<file path="src/rtl/olms_pkg.sv">
// Shared types, constants and helper functions for the outpoint min-hash lane select.
`default_nettype none
package olms_pkg;

  // One queued outpoint beat.
  typedef struct packed {
    logic [3:0][63:0] id;      // id[0] holds id_word0
    logic [31:0]      idx;
    logic             last;
    logic             noin;
  } item_t;

  typedef enum logic [2:0] {
    BK_IDLE,
    BK_HASH,
    BK_MOD,
    BK_OUT
  } bk_state_t;

  localparam logic [7:0][31:0] SHA_IV = {
    32'h5be0cd19, 32'h1f83d9ab, 32'h9b05688c, 32'h510e527f,
    32'ha54ff53a, 32'h3c6ef372, 32'hbb67ae85, 32'h6a09e667
  };

  localparam logic [31:0] SHA_PAD_ONE   = 32'h80000000;
  localparam logic [31:0] SHA_LEN_BLK1  = 32'd288;
  localparam logic [31:0] SHA_LEN_BLK2  = 32'd256;

  function automatic logic [31:0] sha_k(input logic [5:0] i);
    logic [31:0] k;
    unique case (i)
      6'd0:  k = 32'h428a2f98; 6'd1:  k = 32'h71374491; 6'd2:  k = 32'hb5c0fbcf;
      6'd3:  k = 32'he9b5dba5; 6'd4:  k = 32'h3956c25b; 6'd5:  k = 32'h59f111f1;
      6'd6:  k = 32'h923f82a4; 6'd7:  k = 32'hab1c5ed5; 6'd8:  k = 32'hd807aa98;
      6'd9:  k = 32'h12835b01; 6'd10: k = 32'h243185be; 6'd11: k = 32'h550c7dc3;
      6'd12: k = 32'h72be5d74; 6'd13: k = 32'h80deb1fe; 6'd14: k = 32'h9bdc06a7;
      6'd15: k = 32'hc19bf174; 6'd16: k = 32'he49b69c1; 6'd17: k = 32'hefbe4786;
      6'd18: k = 32'h0fc19dc6; 6'd19: k = 32'h240ca1cc; 6'd20: k = 32'h2de92c6f;
      6'd21: k = 32'h4a7484aa; 6'd22: k = 32'h5cb0a9dc; 6'd23: k = 32'h76f988da;
      6'd24: k = 32'h983e5152; 6'd25: k = 32'ha831c66d; 6'd26: k = 32'hb00327c8;
      6'd27: k = 32'hbf597fc7; 6'd28: k = 32'hc6e00bf3; 6'd29: k = 32'hd5a79147;
      6'd30: k = 32'h06ca6351; 6'd31: k = 32'h14292967; 6'd32: k = 32'h27b70a85;
      6'd33: k = 32'h2e1b2138; 6'd34: k = 32'h4d2c6dfc; 6'd35: k = 32'h53380d13;
      6'd36: k = 32'h650a7354; 6'd37: k = 32'h766a0abb; 6'd38: k = 32'h81c2c92e;
      6'd39: k = 32'h92722c85; 6'd40: k = 32'ha2bfe8a1; 6'd41: k = 32'ha81a664b;
      6'd42: k = 32'hc24b8b70; 6'd43: k = 32'hc76c51a3; 6'd44: k = 32'hd192e819;
      6'd45: k = 32'hd6990624; 6'd46: k = 32'hf40e3585; 6'd47: k = 32'h106aa070;
      6'd48: k = 32'h19a4c116; 6'd49: k = 32'h1e376c08; 6'd50: k = 32'h2748774c;
      6'd51: k = 32'h34b0bcb5; 6'd52: k = 32'h391c0cb3; 6'd53: k = 32'h4ed8aa4a;
      6'd54: k = 32'h5b9cca4f; 6'd55: k = 32'h682e6ff3; 6'd56: k = 32'h748f82ee;
      6'd57: k = 32'h78a5636f; 6'd58: k = 32'h84c87814; 6'd59: k = 32'h8cc70208;
      6'd60: k = 32'h90befffa; 6'd61: k = 32'ha4506ceb; 6'd62: k = 32'hbef9a3f7;
      default: k = 32'hc67178f2;
    endcase
    return k;
  endfunction

  function automatic logic [31:0] swap32(input logic [31:0] x);
    return {x[7:0], x[15:8], x[23:16], x[31:24]};
  endfunction

  function automatic logic [63:0] swap64(input logic [63:0] x);
    return {swap32(x[31:0]), swap32(x[63:32])};
  endfunction

endpackage
`default_nettype wire

</file>
<file path="src/rtl/outpoint_min_hash_lane_select_core.sv">
// Top level of the outpoint min-hash lane select: queue front end and hashing back end.
// Flow: an outpoint is popped from the queue and hashed by the double SHA-256 engine
//   (two 64-round compressions on one round unit, each followed by a finalize step).
// The back end takes the next outpoint only after it is done with the last; a last
//   outpoint adds lane reduction and an output step; a no-inputs beat skips the hash.
// Reset: synchronous active-low rst_n empties the queue, drops the held digest and
//   the pending result.
`default_nettype none
module outpoint_min_hash_lane_select_core #(
  parameter int LANE_COUNT = 16
) (
  input  wire logic         clk,
  input  wire logic         rst_n,
  input  wire logic         in_tvalid,
  output logic              in_tready,
  // id_word0[63:0], id_word1, id_word2, id_word3, out_index[31:0]
  input  wire logic [287:0] in_tdata,
  input  wire logic         in_tlast,   // last_of_tx
  input  wire logic         in_tuser,   // no_inputs
  output logic              out_tvalid,
  input  wire logic         out_tready,
  // lane[3:0], anchor_word0[63:0], anchor_word1, anchor_word2, anchor_word3, 4 zero bits
  output logic [263:0]      out_tdata
);
  import olms_pkg::*;

  item_t        in_item, q_item;
  logic         q_valid, q_pop;
  logic [3:0]   lane;
  logic [255:0] anchor;

  // Unpack the input beat.
  always_comb begin
    for (int i = 0; i < 4; i++) in_item.id[i] = in_tdata[64*i +: 64];
    in_item.idx  = in_tdata[287:256];
    in_item.last = in_tlast;
    in_item.noin = in_tuser;
  end

  // Front end: hold up to two beats while the back end hashes.
  olms_queue u_queue (
    .clk      (clk),
    .rst_n    (rst_n),
    .wr_valid (in_tvalid),
    .wr_ready (in_tready),
    .wr_item  (in_item),
    .rd_valid (q_valid),
    .rd_pop   (q_pop),
    .rd_item  (q_item)
  );

  // Back end: hash, keep the minimum, reduce the lane, hold the result beat.
  olms_back #(
    .LANE_COUNT (LANE_COUNT)
  ) u_back (
    .clk        (clk),
    .rst_n      (rst_n),
    .q_valid    (q_valid),
    .q_pop      (q_pop),
    .q_item     (q_item),
    .out_valid  (out_tvalid),
    .out_ready  (out_tready),
    .out_lane   (lane),
    .out_anchor (anchor)
  );

  assign out_tdata = {4'd0, anchor, lane};
endmodule
`default_nettype wire

</file>
<file path="src/rtl/olms_queue.sv">
// Front end: accepts outpoint beats into a two-entry queue ahead of the hash engine.
`default_nettype none
module olms_queue (
  input  wire logic           clk,
  input  wire logic           rst_n,
  input  wire logic           wr_valid,
  output logic                wr_ready,
  input  wire olms_pkg::item_t wr_item,
  output logic                rd_valid,
  input  wire logic           rd_pop,
  output olms_pkg::item_t     rd_item
);
  import olms_pkg::*;

  item_t       mem_r [2];
  logic        wp_r, rp_r;
  logic [1:0]  cnt_r;
  logic        push, pop;

  assign wr_ready = (cnt_r != 2'd2);
  assign rd_valid = (cnt_r != 2'd0);
  assign rd_item  = mem_r[rp_r];
  assign push     = wr_valid && wr_ready;
  assign pop      = rd_pop && rd_valid;

  always_ff @(posedge clk) begin
    if (push) begin
      mem_r[wp_r] <= wr_item;
    end
  end

  always_ff @(posedge clk) begin
    if (!rst_n) begin
      wp_r  <= 1'b0;
      rp_r  <= 1'b0;
      cnt_r <= 2'd0;
    end else begin
      if (push) wp_r <= ~wp_r;
      if (pop)  rp_r <= ~rp_r;
      cnt_r <= cnt_r + {1'b0, push} - {1'b0, pop};
    end
  end
endmodule
`default_nettype wire

</file>
<file path="src/rtl/olms_sha.sv">
// Double SHA-256 engine over one 36-byte outpoint, one round per cycle.
`default_nettype none
module olms_sha (
  input  wire logic          clk,
  input  wire logic          rst_n,
  input  wire logic          start,
  input  wire logic [255:0]  id,      // id_word0 in bits 63:0
  input  wire logic [31:0]   idx,
  output logic               done,
  output logic [255:0]       digest   // {word3, word2, word1, word0}
);
  import olms_pkg::*;

  logic [7:0][31:0] st_r;       // st_r[0] = a ... st_r[7] = h
  logic [31:0]      win_r [16];
  logic [5:0]       rnd_r;
  logic             busy_r, fin_r, second_r, done_r;
  logic [255:0]     dig_r;

  logic [31:0] s0, s1, wn, t1, t2, bs0, bs1, ch, mj;
  logic [7:0][31:0] hsum;

  always_comb begin
    s0  = {win_r[1][6:0], win_r[1][31:7]} ^ {win_r[1][17:0], win_r[1][31:18]}
          ^ (win_r[1] >> 3);
    s1  = {win_r[14][16:0], win_r[14][31:17]} ^ {win_r[14][18:0], win_r[14][31:19]}
          ^ (win_r[14] >> 10);
    wn  = win_r[0] + s0 + win_r[9] + s1;
    bs1 = {st_r[4][5:0], st_r[4][31:6]} ^ {st_r[4][10:0], st_r[4][31:11]}
          ^ {st_r[4][24:0], st_r[4][31:25]};
    ch  = (st_r[4] & st_r[5]) ^ (~st_r[4] & st_r[6]);
    t1  = st_r[7] + bs1 + ch + sha_k(rnd_r) + win_r[0];
    bs0 = {st_r[0][1:0], st_r[0][31:2]} ^ {st_r[0][12:0], st_r[0][31:13]}
          ^ {st_r[0][21:0], st_r[0][31:22]};
    mj  = (st_r[0] & st_r[1]) ^ (st_r[0] & st_r[2]) ^ (st_r[1] & st_r[2]);
    t2  = bs0 + mj;
    for (int i = 0; i < 8; i++) hsum[i] = SHA_IV[i] + st_r[i];
  end

  always_ff @(posedge clk) begin
    if (start) begin
      st_r <= SHA_IV;
      for (int i = 0; i < 4; i++) begin
        win_r[2*i]   <= id[64*i+32 +: 32];
        win_r[2*i+1] <= id[64*i +: 32];
      end
      win_r[8]  <= swap32(idx);
      win_r[9]  <= SHA_PAD_ONE;
      for (int i = 10; i < 15; i++) win_r[i] <= '0;
      win_r[15] <= SHA_LEN_BLK1;
    end else if (busy_r) begin
      st_r <= {st_r[6], st_r[5], st_r[4], st_r[3] + t1,
               st_r[2], st_r[1], st_r[0], t1 + t2};
      for (int i = 0; i < 15; i++) win_r[i] <= win_r[i+1];
      win_r[15] <= wn;
    end else if (fin_r && !second_r) begin
      st_r <= SHA_IV;
      for (int i = 0; i < 8; i++) win_r[i] <= hsum[i];
      win_r[8]  <= SHA_PAD_ONE;
      for (int i = 9; i < 15; i++) win_r[i] <= '0;
      win_r[15] <= SHA_LEN_BLK2;
    end
    if (fin_r && second_r) begin
      for (int i = 0; i < 4; i++) dig_r[64*i +: 64] <= {hsum[2*i], hsum[2*i+1]};
    end
  end

  always_ff @(posedge clk) begin
    if (!rst_n) begin
      busy_r   <= 1'b0;
      fin_r    <= 1'b0;
      second_r <= 1'b0;
      done_r   <= 1'b0;
      rnd_r    <= '0;
    end else begin
      done_r <= 1'b0;
      fin_r  <= 1'b0;
      if (start) begin
        busy_r   <= 1'b1;
        second_r <= 1'b0;
        rnd_r    <= '0;
      end else if (busy_r) begin
        rnd_r <= rnd_r + 6'd1;
        if (rnd_r == 6'd63) begin
          busy_r <= 1'b0;
          fin_r  <= 1'b1;
        end
      end else if (fin_r) begin
        if (!second_r) begin
          second_r <= 1'b1;
          busy_r   <= 1'b1;
          rnd_r    <= '0;
        end else begin
          second_r <= 1'b0;
          done_r   <= 1'b1;
        end
      end
    end
  end

  assign done   = done_r;
  assign digest = dig_r;
endmodule
`default_nettype wire

</file>
<file path="src/rtl/olms_back.sv">
// Back end: runs the hash, keeps the minimum digest, reduces the lane and holds the result.
`default_nettype none
module olms_back #(
  parameter int LANE_COUNT = 16
) (
  input  wire logic            clk,
  input  wire logic            rst_n,
  input  wire logic            q_valid,
  output logic                 q_pop,
  input  wire olms_pkg::item_t q_item,
  output logic                 out_valid,
  input  wire logic            out_ready,
  output logic [3:0]           out_lane,
  output logic [255:0]         out_anchor   // anchor_word0 in bits 63:0
);
  import olms_pkg::*;

  localparam int RW = $clog2(LANE_COUNT + 1) + 1;

  bk_state_t      st_r, st_nxt;
  logic           have_r, last_r;
  logic [255:0]   best_r, anchor_r;
  logic [63:0]    val_r;
  logic [RW-1:0]  rem_r, rem_nxt;
  logic [2:0]     cnt_r;
  logic           ovalid_r;
  logic [3:0]     olane_r;
  logic [255:0]   oanchor_r;

  logic           sha_start, sha_done, take;
  logic [255:0]   sha_dig, dig_be, best_be;

  olms_sha u_sha (
    .clk    (clk),
    .rst_n  (rst_n),
    .start  (sha_start),
    .id     (q_item.id),
    .idx    (q_item.idx),
    .done   (sha_done),
    .digest (sha_dig)
  );

  // Order words so word0 is most significant for the lexicographic compare.
  assign dig_be  = {sha_dig[63:0], sha_dig[127:64], sha_dig[191:128], sha_dig[255:192]};
  assign best_be = {best_r[63:0], best_r[127:64], best_r[191:128], best_r[255:192]};
  assign take    = !have_r || (dig_be < best_be);

  // Folds one byte of the value into the remainder per cycle, most significant first.
  always_comb begin
    rem_nxt = rem_r;
    for (int b = 7; b >= 0; b--) begin
      rem_nxt = {rem_nxt[RW-2:0], val_r[56+b]};
      if (rem_nxt >= RW'(LANE_COUNT)) rem_nxt = rem_nxt - RW'(LANE_COUNT);
    end
  end

  always_comb begin
    st_nxt    = st_r;
    q_pop     = 1'b0;
    sha_start = 1'b0;
    unique case (st_r)
      BK_IDLE: begin
        if (q_valid) begin
          q_pop = 1'b1;
          if (q_item.noin) begin
            st_nxt = BK_MOD;
          end else begin
            sha_start = 1'b1;
            st_nxt    = BK_HASH;
          end
        end
      end
      BK_HASH: begin
        if (sha_done) st_nxt = last_r ? BK_MOD : BK_IDLE;
      end
      BK_MOD: begin
        if (cnt_r == 3'd7) st_nxt = BK_OUT;
      end
      BK_OUT: begin
        if (!ovalid_r || out_ready) st_nxt = BK_IDLE;
      end
      default: st_nxt = BK_IDLE;
    endcase
  end

  always_ff @(posedge clk) begin
    if (!rst_n) begin
      st_r     <= BK_IDLE;
      have_r   <= 1'b0;
      best_r   <= '0;
      ovalid_r <= 1'b0;
      cnt_r    <= '0;
    end else begin
      st_r <= st_nxt;
      if (st_r == BK_IDLE && q_valid && q_item.noin) have_r <= 1'b0;
      if (st_r == BK_HASH && sha_done) begin
        if (take) best_r <= sha_dig;
        have_r <= !last_r;
      end
      cnt_r <= (st_r == BK_MOD) ? cnt_r + 3'd1 : 3'd0;
      if (st_r == BK_OUT && (!ovalid_r || out_ready)) begin
        ovalid_r <= 1'b1;
      end else if (out_ready) begin
        ovalid_r <= 1'b0;
      end
    end
  end

  always_ff @(posedge clk) begin
    if (st_r == BK_IDLE && q_valid) begin
      last_r   <= q_item.last;
      anchor_r <= q_item.id;
      val_r    <= swap64(q_item.id[0]);
      rem_r    <= '0;
    end
    if (st_r == BK_HASH && sha_done) begin
      anchor_r <= take ? sha_dig : best_r;
      val_r    <= swap64(take ? sha_dig[63:0] : best_r[63:0]);
      rem_r    <= '0;
    end
    if (st_r == BK_MOD) begin
      rem_r <= rem_nxt;
      val_r <= {val_r[55:0], 8'd0};
    end
    if (st_r == BK_OUT && (!ovalid_r || out_ready)) begin
      olane_r   <= 4'(rem_r);
      oanchor_r <= anchor_r;
    end
  end

  assign out_valid  = ovalid_r;
  assign out_lane   = olane_r;
  assign out_anchor = oanchor_r;
endmodule
`default_nettype wire

</file>
<file path="config.mk">
export PLATFORM = sky130hd
export DESIGN_NAME = outpoint_min_hash_lane_select_core
export DESIGN_NICKNAME = d
export VERILOG_FILES = /design/src/rtl/olms_pkg.sv /design/src/rtl/outpoint_min_hash_lane_select_core.sv /design/src/rtl/olms_queue.sv /design/src/rtl/olms_sha.sv /design/src/rtl/olms_back.sv
export SDC_FILE = /design/constraint.sdc
export NUM_CORES = 2
export LEC_CHECK = 0
export ABC_CLOCK_PERIOD_IN_PS = 27900
export BUFFER_PORTS_ARGS = -buffer_cell sky130_fd_sc_hd__buf_2
export CAP_MARGIN = 5
export CORE_UTILIZATION = 55
export CTS_BUF_LIST = sky130_fd_sc_hd__clkbuf_8 sky130_fd_sc_hd__clkbuf_16
export DETAILED_ROUTE_END_ITERATION = 7
export PLACE_DENSITY = 0.73
export SETUP_SLACK_MARGIN = 0.3
export SLEW_MARGIN = 0
export SYNTH_ARGS = -nofsm -noshare
export SYNTH_HDL_FRONTEND = slang
export SYNTH_SLANG_ARGS = --single-unit
</file>
<file path="constraint.sdc">
create_clock -name clk -period 27.9 [get_ports clk]
set_clock_uncertainty 0.1 [all_clocks]
set_input_delay 2.79 -clock clk [delete_from_list [all_inputs] [get_ports clk]]
set_output_delay 2.79 -clock clk [all_outputs]
set_load 0.005 [all_outputs]
</file>
# Yosys cells after proc, flatten, opt, wreduce, memory -nomap -nowiden
# Memory sizes are Yosys's and may differ from the RTL's. A register that Yosys moved wholly into a read port is not among the register bits.
# Cells that the tools add are included.
[totals] reg_bits=1376 ramBits=1092 romBits=2048 input_bits=294 output_inout_bits=266 elab_cells=258 n_memories=3
[memory_table] memory="(name not given)" words=64 width=32 read_ports=1 rd_clocked_by_memory_dff=1 write_ports=0 line_no="olms_pkg.sv:31" text="unique case (i)"
[memory_table] memory="u_queue.mem_r" words=2 width=290 read_ports=1 rd_clocked_by_memory_dff=1 write_ports=1 line_no="olms_queue.sv:15" text="item_t mem_r [2];"
[memory_table] memory="u_back.u_sha.win_r" words=16 width=32 read_ports=16 rd_clocked_by_memory_dff=0 write_ports=16 line_no="olms_sha.sv:15" text="logic [31:0] win_r [16];"
[op_classes] n_addsub=30 magnitude_cmp=9 eq_ne=11 n_mux=93 bitwise=54 n_reduce_logical=29
[ops] op="$mux W256" count=5
[ops] op="$mux W32" count=32
[ops] op="$add A32 B32 Y32" count=10
[ops] op="$xor A32 B32 Y32" count=9
[ops] op="$lt A256 B256 Y1" count=1
[ops] op="$mux W64" count=4
[ops] op="$and A32 B32 Y32" count=5
[ops] op="$add A31 B32 Y32 const A" count=3
[ops] op="$add A32 B32 Y32 const A" count=3
[ops] op="$mux W5" count=11
[ops] op="$ge A6 B5 Y1 const B" count=8
[ops] op="$sub A5 B5 Y5 const B" count=8
[ops] op="$add A29 B32 Y32 const A" count=1
[ops] op="$add A30 B32 Y32 const A" count=1
[ops] op="$not A32 Y32" count=1
[ops] op="$or A1 B1 Y1" count=32
[ops] op="$xor A32 B22 Y32" count=1
[ops] op="$xor A32 B29 Y32" count=1
[ops] op="$mux W6" count=5
[ops] op="$mux W1" count=29
[ops] op="$mux W3" count=4
[ops] op="$pmux W3 S4" count=1
[ops] op="$reduce_bool A2 Y1" count=6
[ops] op="$logic_and A1 B1 Y1" count=8
[ops] op="21 further kinds" count=37

# Longest topological paths before layout
[logic_depth] ltp_word=17 depth_mapped=33 ltp_nobuf=31

# Modules after synthesis
# Synthesis repeated with hierarchy kept, for this count alone.
[hier_totals] cells_unflattened=10644 area_unflattened_um2=118598.7
[by_module_without_submodules] module="olms_sha" instances=1 cells_per_inst=6074 area_each_um2=58846.4 seq_area_each_um2=26475.4
[by_module_without_submodules] module="olms_back" instances=1 cells_per_inst=3639 area_each_um2=38195.4 seq_area_each_um2=21830.9
[by_module_without_submodules] module="olms_queue" instances=1 cells_per_inst=926 area_each_um2=21523.1 seq_area_each_um2=17516.8
[by_module_without_submodules] module="outpoint_min_hash_lane_select_core" instances=1 cells_per_inst=5 area_each_um2=33.8 seq_area_each_um2=0.0

# Worst setup path before layout
# No wires, ideal clock.
[synth_timing] kind="input -> register" startpoint="input out_tready" endpoint="register u_back.oanchor_r[0] (netlist: u_back.out_anchor[0]), enable pin" setup_ps=1199 t_arrival_ps=20318 required_time_ps=26601 slack_ps=6283 cell_stages=2 n_path_buf=0 path_cell_list="nor2b_1 -> nor3_1"
[synth_between] elab_chain_len=2
[synth_rtl] item="start: declaration" line_no="outpoint_min_hash_lane_select_core.sv:21" text="input wire logic out_tready,"
[synth_rtl] item="$logic_or A1 B1 Y1" line_no="olms_back.sv:125" text="if (st_r == BK_OUT && (!ovalid_r || out_ready)) begin"
[synth_rtl] item="$logic_and A1 B1 Y1" line_no="olms_back.sv:125"
[synth_rtl] item="end signal: assignment" line_no="olms_back.sv:127" text="oanchor_r <= anchor_r;"
[synth_rtl] item="end: declaration" line_no="olms_back.sv:28" text="logic [255:0] oanchor_r;"
# No other way between the ends.
# A chain may end at the register's enable or synchronous reset.

# Final worst setup path
[layout_timing] startpoint="register u_back.u_sha.st_r[155] in the netlist's numbering" endpoint="register u_back.u_sha.st_r[31] in the netlist's numbering"
[layout_between] elab_chain_len=8 word_cells_on_any_way=12 cone_classes="5 x add/sub; 1 x mux; 6 x bitwise"
[layout_rtl] item="start: declaration" line_no="olms_sha.sv:14" text="logic [7:0][31:0] st_r;"
[layout_rtl] item="start signal: assignment" line_no="olms_sha.sv:52" text="st_r <= {st_r[6], st_r[5], st_r[4], st_r[3] + t1,"
[layout_rtl] item="$xor A32 B32 Y32 or $not A32 Y32 (tied branches)" line_no="olms_sha.sv:29, olms_sha.sv:31"
[layout_rtl] item="$xor A32 B32 Y32 or $and A32 B32 Y32 (tied branches)" line_no="olms_sha.sv:30, olms_sha.sv:31"
[layout_rtl] item="$add A32 B32 Y32 or $xor A32 B32 Y32 (tied branches)" line_no="olms_sha.sv:32, olms_sha.sv:31"
[layout_rtl] item="$add A32 B32 Y32 * (3 in series)" line_no="olms_sha.sv:32" text="t1 = st_r[7] + bs1 + ch + sha_k(rnd_r) + win_r[0];"
[layout_rtl] item="$add A32 B32 Y32 *" line_no="olms_sha.sv:53" text="st_r[2], st_r[1], st_r[0], t1 + t2};"
[layout_rtl] item="$mux W256 *" line_no="olms_sha.sv:51" text="end else if (busy_r) begin"
# Every way passes the cells marked *; elsewhere a longest branch is shown, timed or not.

==> impl_metrics.sql <==
INSERT INTO impl_metrics (metric_group, metric, value, unit) VALUES
('synthesis', 'yosys_most_used_dff', 'sky130_fd_sc_hd__edfxtp_1', ''),
('drt', 'wl_per_cell', '28.9', 'microns'),
('status', 'run_status', 'complete, but fails checks', ''),
('clock_tree', 'post-cts-setup-buffer-count', '0', ''),
('global_routing', 'grt_overflow_total', '0', ''),
('synthesis', 'synth_enable_flop_cells', '1642', ''),
('floorplanning', 'ios', '560', ''),
('clock_tree', 'holdBufCountCts', '0', ''),
('layout', 'areaGrowthSynthToFinish', '10.9', '%'),
('clock_tree', 'post_cts_resize_count', '0', ''),
('layout', 'multi_input_area', '50000', 'sq um'),
('clock_tree', 'clk_root_buffer_cell', 'sky130_fd_sc_hd__clkbuf_16', ''),
('clock_tree', 'tritoncts_clock_tree', 'built', ''),
('layout', 'leading_cell_types_in_the_layout_fill_and_taps_excluded', '1642 x sky130_fd_sc_hd__edfxtp_1, 1054 x sky130_fd_sc_hd__nand2_1, 823 x sky130_fd_sc_hd__dfxtp_1', ''),
('global_routing', 'grt_max_degree', '187', ''),
('drt', 'postRouteWirelength', '403000', 'microns'),
('synthesis', 'synthesis.area_per_instance', '11.3', 'sq um'),
('sta', 'timing.final.crit_period', '8.55', 'ns'),
('synthesis', 'mappedNetlistArea', '121000', 'sq um'),
('worst_setup_path', 'critPathRequiredTime', '28.60', 'ns'),
('place', 'dpl-instance-area', '125000', 'sq um'),
('clock_tree', 'numCtsBuffers', '276', ''),
('floorplanning', 'fp.dieArea', '221000', 'sq um'),
('drt', 'drt-pass1-iter-count', '8', ''),
('sta', 'max-slew-margin-rel', '-2.01', '%'),
('synthesis', 'synth_seq_area_share', '54.6', '%'),
('worst_setup_path', 'crit_top_cell', 'sky130_fd_sc_hd__fa_1', ''),
('floorplanning', 'initial_utilization', '55.4', '%'),
('worst_setup_path', 'cell_family_with_most_cp_delay', 'compound AO/OA/AOI/OAI gates', ''),
('worst_setup_path', 'critPathSlowestCell', 'sky130_fd_sc_hd__dfxtp_1', ''),
('place', 'preCtsSetupSlack', '19.42', 'ns'),
('floorplanning', 'total_core_area', '218000', 'sq um'),
('sta', 'finalHoldViolCount', '0', ''),
('sta', 'timing.final.setup_violations', '0', ''),
('worst_setup_path', 'critPathMaxStageDelay', '0.76', 'ns'),
('sta', 'max_slew_violations', '2', ''),
('clock_tree', 'cts-htree-levels', '5', ''),
('place', 'globalplace.congestion', '0.975', ''),
('layout', 'mostFrequentLayoutCell', 'sky130_fd_sc_hd__edfxtp_1', ''),
('status', 'failed_checks', 'max-capacitance violations, max-slew violations', ''),
('worst_setup_path', 'critical_setup_path_class', 'flop to flop', ''),
('worst_setup_path', 'setup.worst_path.start_class', 'flop', ''),
('place', 'place.detailed.instances', '13433', ''),
('global_routing', 'grt_util_all_layers', '35.6', '%'),
('sta', 'final_min_period_over_clock_period', '30.6', '%'),
('synthesis', 'ys.warnings.count', '0', ''),
('sta', 'max_slew.worst_pin.slew', '1.52', 'ns'),
('clock_tree', 'clkSinkCount', '2467', ''),
('job', 'cap_viol_max_count', '1', ''),
('worst_setup_path', 'cp-end-kind', 'flop', ''),
('global_routing', 'grt_pass1_vias', '84272', ''),
('drt', 'num_vias', '88772', ''),
('synthesis', 'asyncSetResetFlopFracSynth', '0', '%'),
('layout', 'drive_above_1_share', '11.2', '%'),
('floorplanning', 'chipWidth', '470', 'microns'),
('layout', 'fillers', '17144', ''),
('floorplanning', 'floorplan.rows', '171', ''),
('clock_tree', 'clkSlewWorstSetupHoldPaths', '0.06', 'ns'),
('synthesis', 'post_synth_inst_count', '10650', ''),
('worst_setup_path', 'path_max_fanout', '8', ''),
('place', 'hpwlAfterDp', '293000', 'microns'),
('global_routing', 'antenna_found_initial', '14', ''),
('drt', 'detail-route-antenna-nets', '0', ''),
('drt', 'vias_per_cell', '6.38', ''),
('drt', 'drt_first_iter_violations', '10866', ''),
('worst_setup_path', 'worst-path-buf-inv', '2', ''),
('sta', 'clock.fmax', '117', 'MHz'),
('drt', 'drc', '0', ''),
('layout', 'fin_area', '134000', 'sq um'),
('layout', 'num-nets-final', '11746', ''),
('sta', 'setup-tns-final', '0', 'ns');
cell families (layout without fill, tap and decap cells):
kind of cell               after synthesis  after routing  synth area share [%]
DFF                                   2467           2467                  54.6
buffers and inverters                 1242           1650                  4.13
adders and majority gates              625            625                  7.59
AOI/OAI and AO/OA                     1961           1961                  11.3
other                                    1              9               0.00311
muxes                                  866            866                  7.28
and+or+nand+nor                       2905           2905                  10.9
xor gates and xnor gates               583            583                  4.26
cell usage after synthesis (all sizes together), types with 32 or more instances:
cell	number	area, sq um
nand3	60	300
fa	187	3740
a22o	77	674
xor2	165	1450
nand4	68	425
nor4	244	1550
o221ai	103	902
xnor2	416	3640
a221o	138	1380
a211oi	65	488
ha	408	5100
clkbuf	645	2420
and3	33	206
mux2i	774	7750
nor2	667	2500
inv	473	1780
nand2b	32	200
o22a	80	701
o211ai	41	308
o21ai	325	1630
mux2	92	1040
o31ai	247	1850
o21a	36	270
nand2	1061	3980
edfxtp	1642	49300
a21oi	455	2280
nor3	619	3110
a21o	131	983
o21bai	32	240
buf	121	777
a31oi	43	269
dfxtp	825	16500
per-stage QoR:
stage,utilization (%),hold WS (ns)
2_1_floorplan,-,0.297
3_3_place_gp,57.5,0.302
3_5_place_dp,57.5,0.305
4_1_cts,61.5,0.298
5_1_grt,61.5,0.303
6_report,61.5,0.302
sequential cells by signal (all words and copies together) (netlist names), 2 cells and up, named ones only:
register	flops
u_back.out_anchor	256
u_queue.cnt_r	2
u_back.u_sha.win_r	512
u_back.u_sha.rnd_r	6
u_back.rem_r	4
u_back.val_r	32
u_back.u_sha.digest	256
u_back.cnt_r	3
u_back.best_r	256
u_back.anchor_r	256
u_back.out_lane	4
u_queue.mem_r	580
u_back.u_sha.st_r	256
u_back.st_r	2
layout make-up:
class	count	share of cell area [%]
clock buffers	303	5.49
inverters	476	1.34
multi-input cells	6944	37.3
diodes	5	0.00935
repair buffers	692	2.91
clock inverters	179	1.03
flip-flops and latches	2467	49.2
well taps	2854	2.67
worst reg2reg max path, delay by kind of cell (launching register included):
| kind | cells | cell delay [ns] |
|---|---|---|
| compound gates | 13 | 2.95 |
| xor+xnor | 4 | 1.13 |
| fa+ha+maj | 6 | 2.72 |
| buf+inv | 2 | 0.11 |
| flops | 1 | 0.76 |
| simple gates | 4 | 0.64 |
path summary, 6_finish.rpt:
kind | to | from | depth (start not counted) | slack [ns]
worst max-delay path | u_back.u_sha.st_r[31] | u_back.u_sha.st_r[155] | 29 | 19.35
worst min-delay path | u_back.out_anchor[238] | u_back.anchor_r[238] | 0 | 0.30
worst max register to register | u_back.u_sha.st_r[31] | u_back.u_sha.st_r[155] | 29 | 19.35
worst min register to register | u_back.out_anchor[238] | u_back.anchor_r[238] | 0 | 0.30
routing by layer:
metal,global-route usage (%),part of all wire [%],wire length (microns)
met4,14.2,4.3,17400
met2,54.1,45,180000
met5,0,0.015,62
met1,49.9,41,166000
met3,7.02,9.9,39900
Power is not shown: default switching activity piles up to over one toggle a cycle in this logic, so the estimate is an artifact.
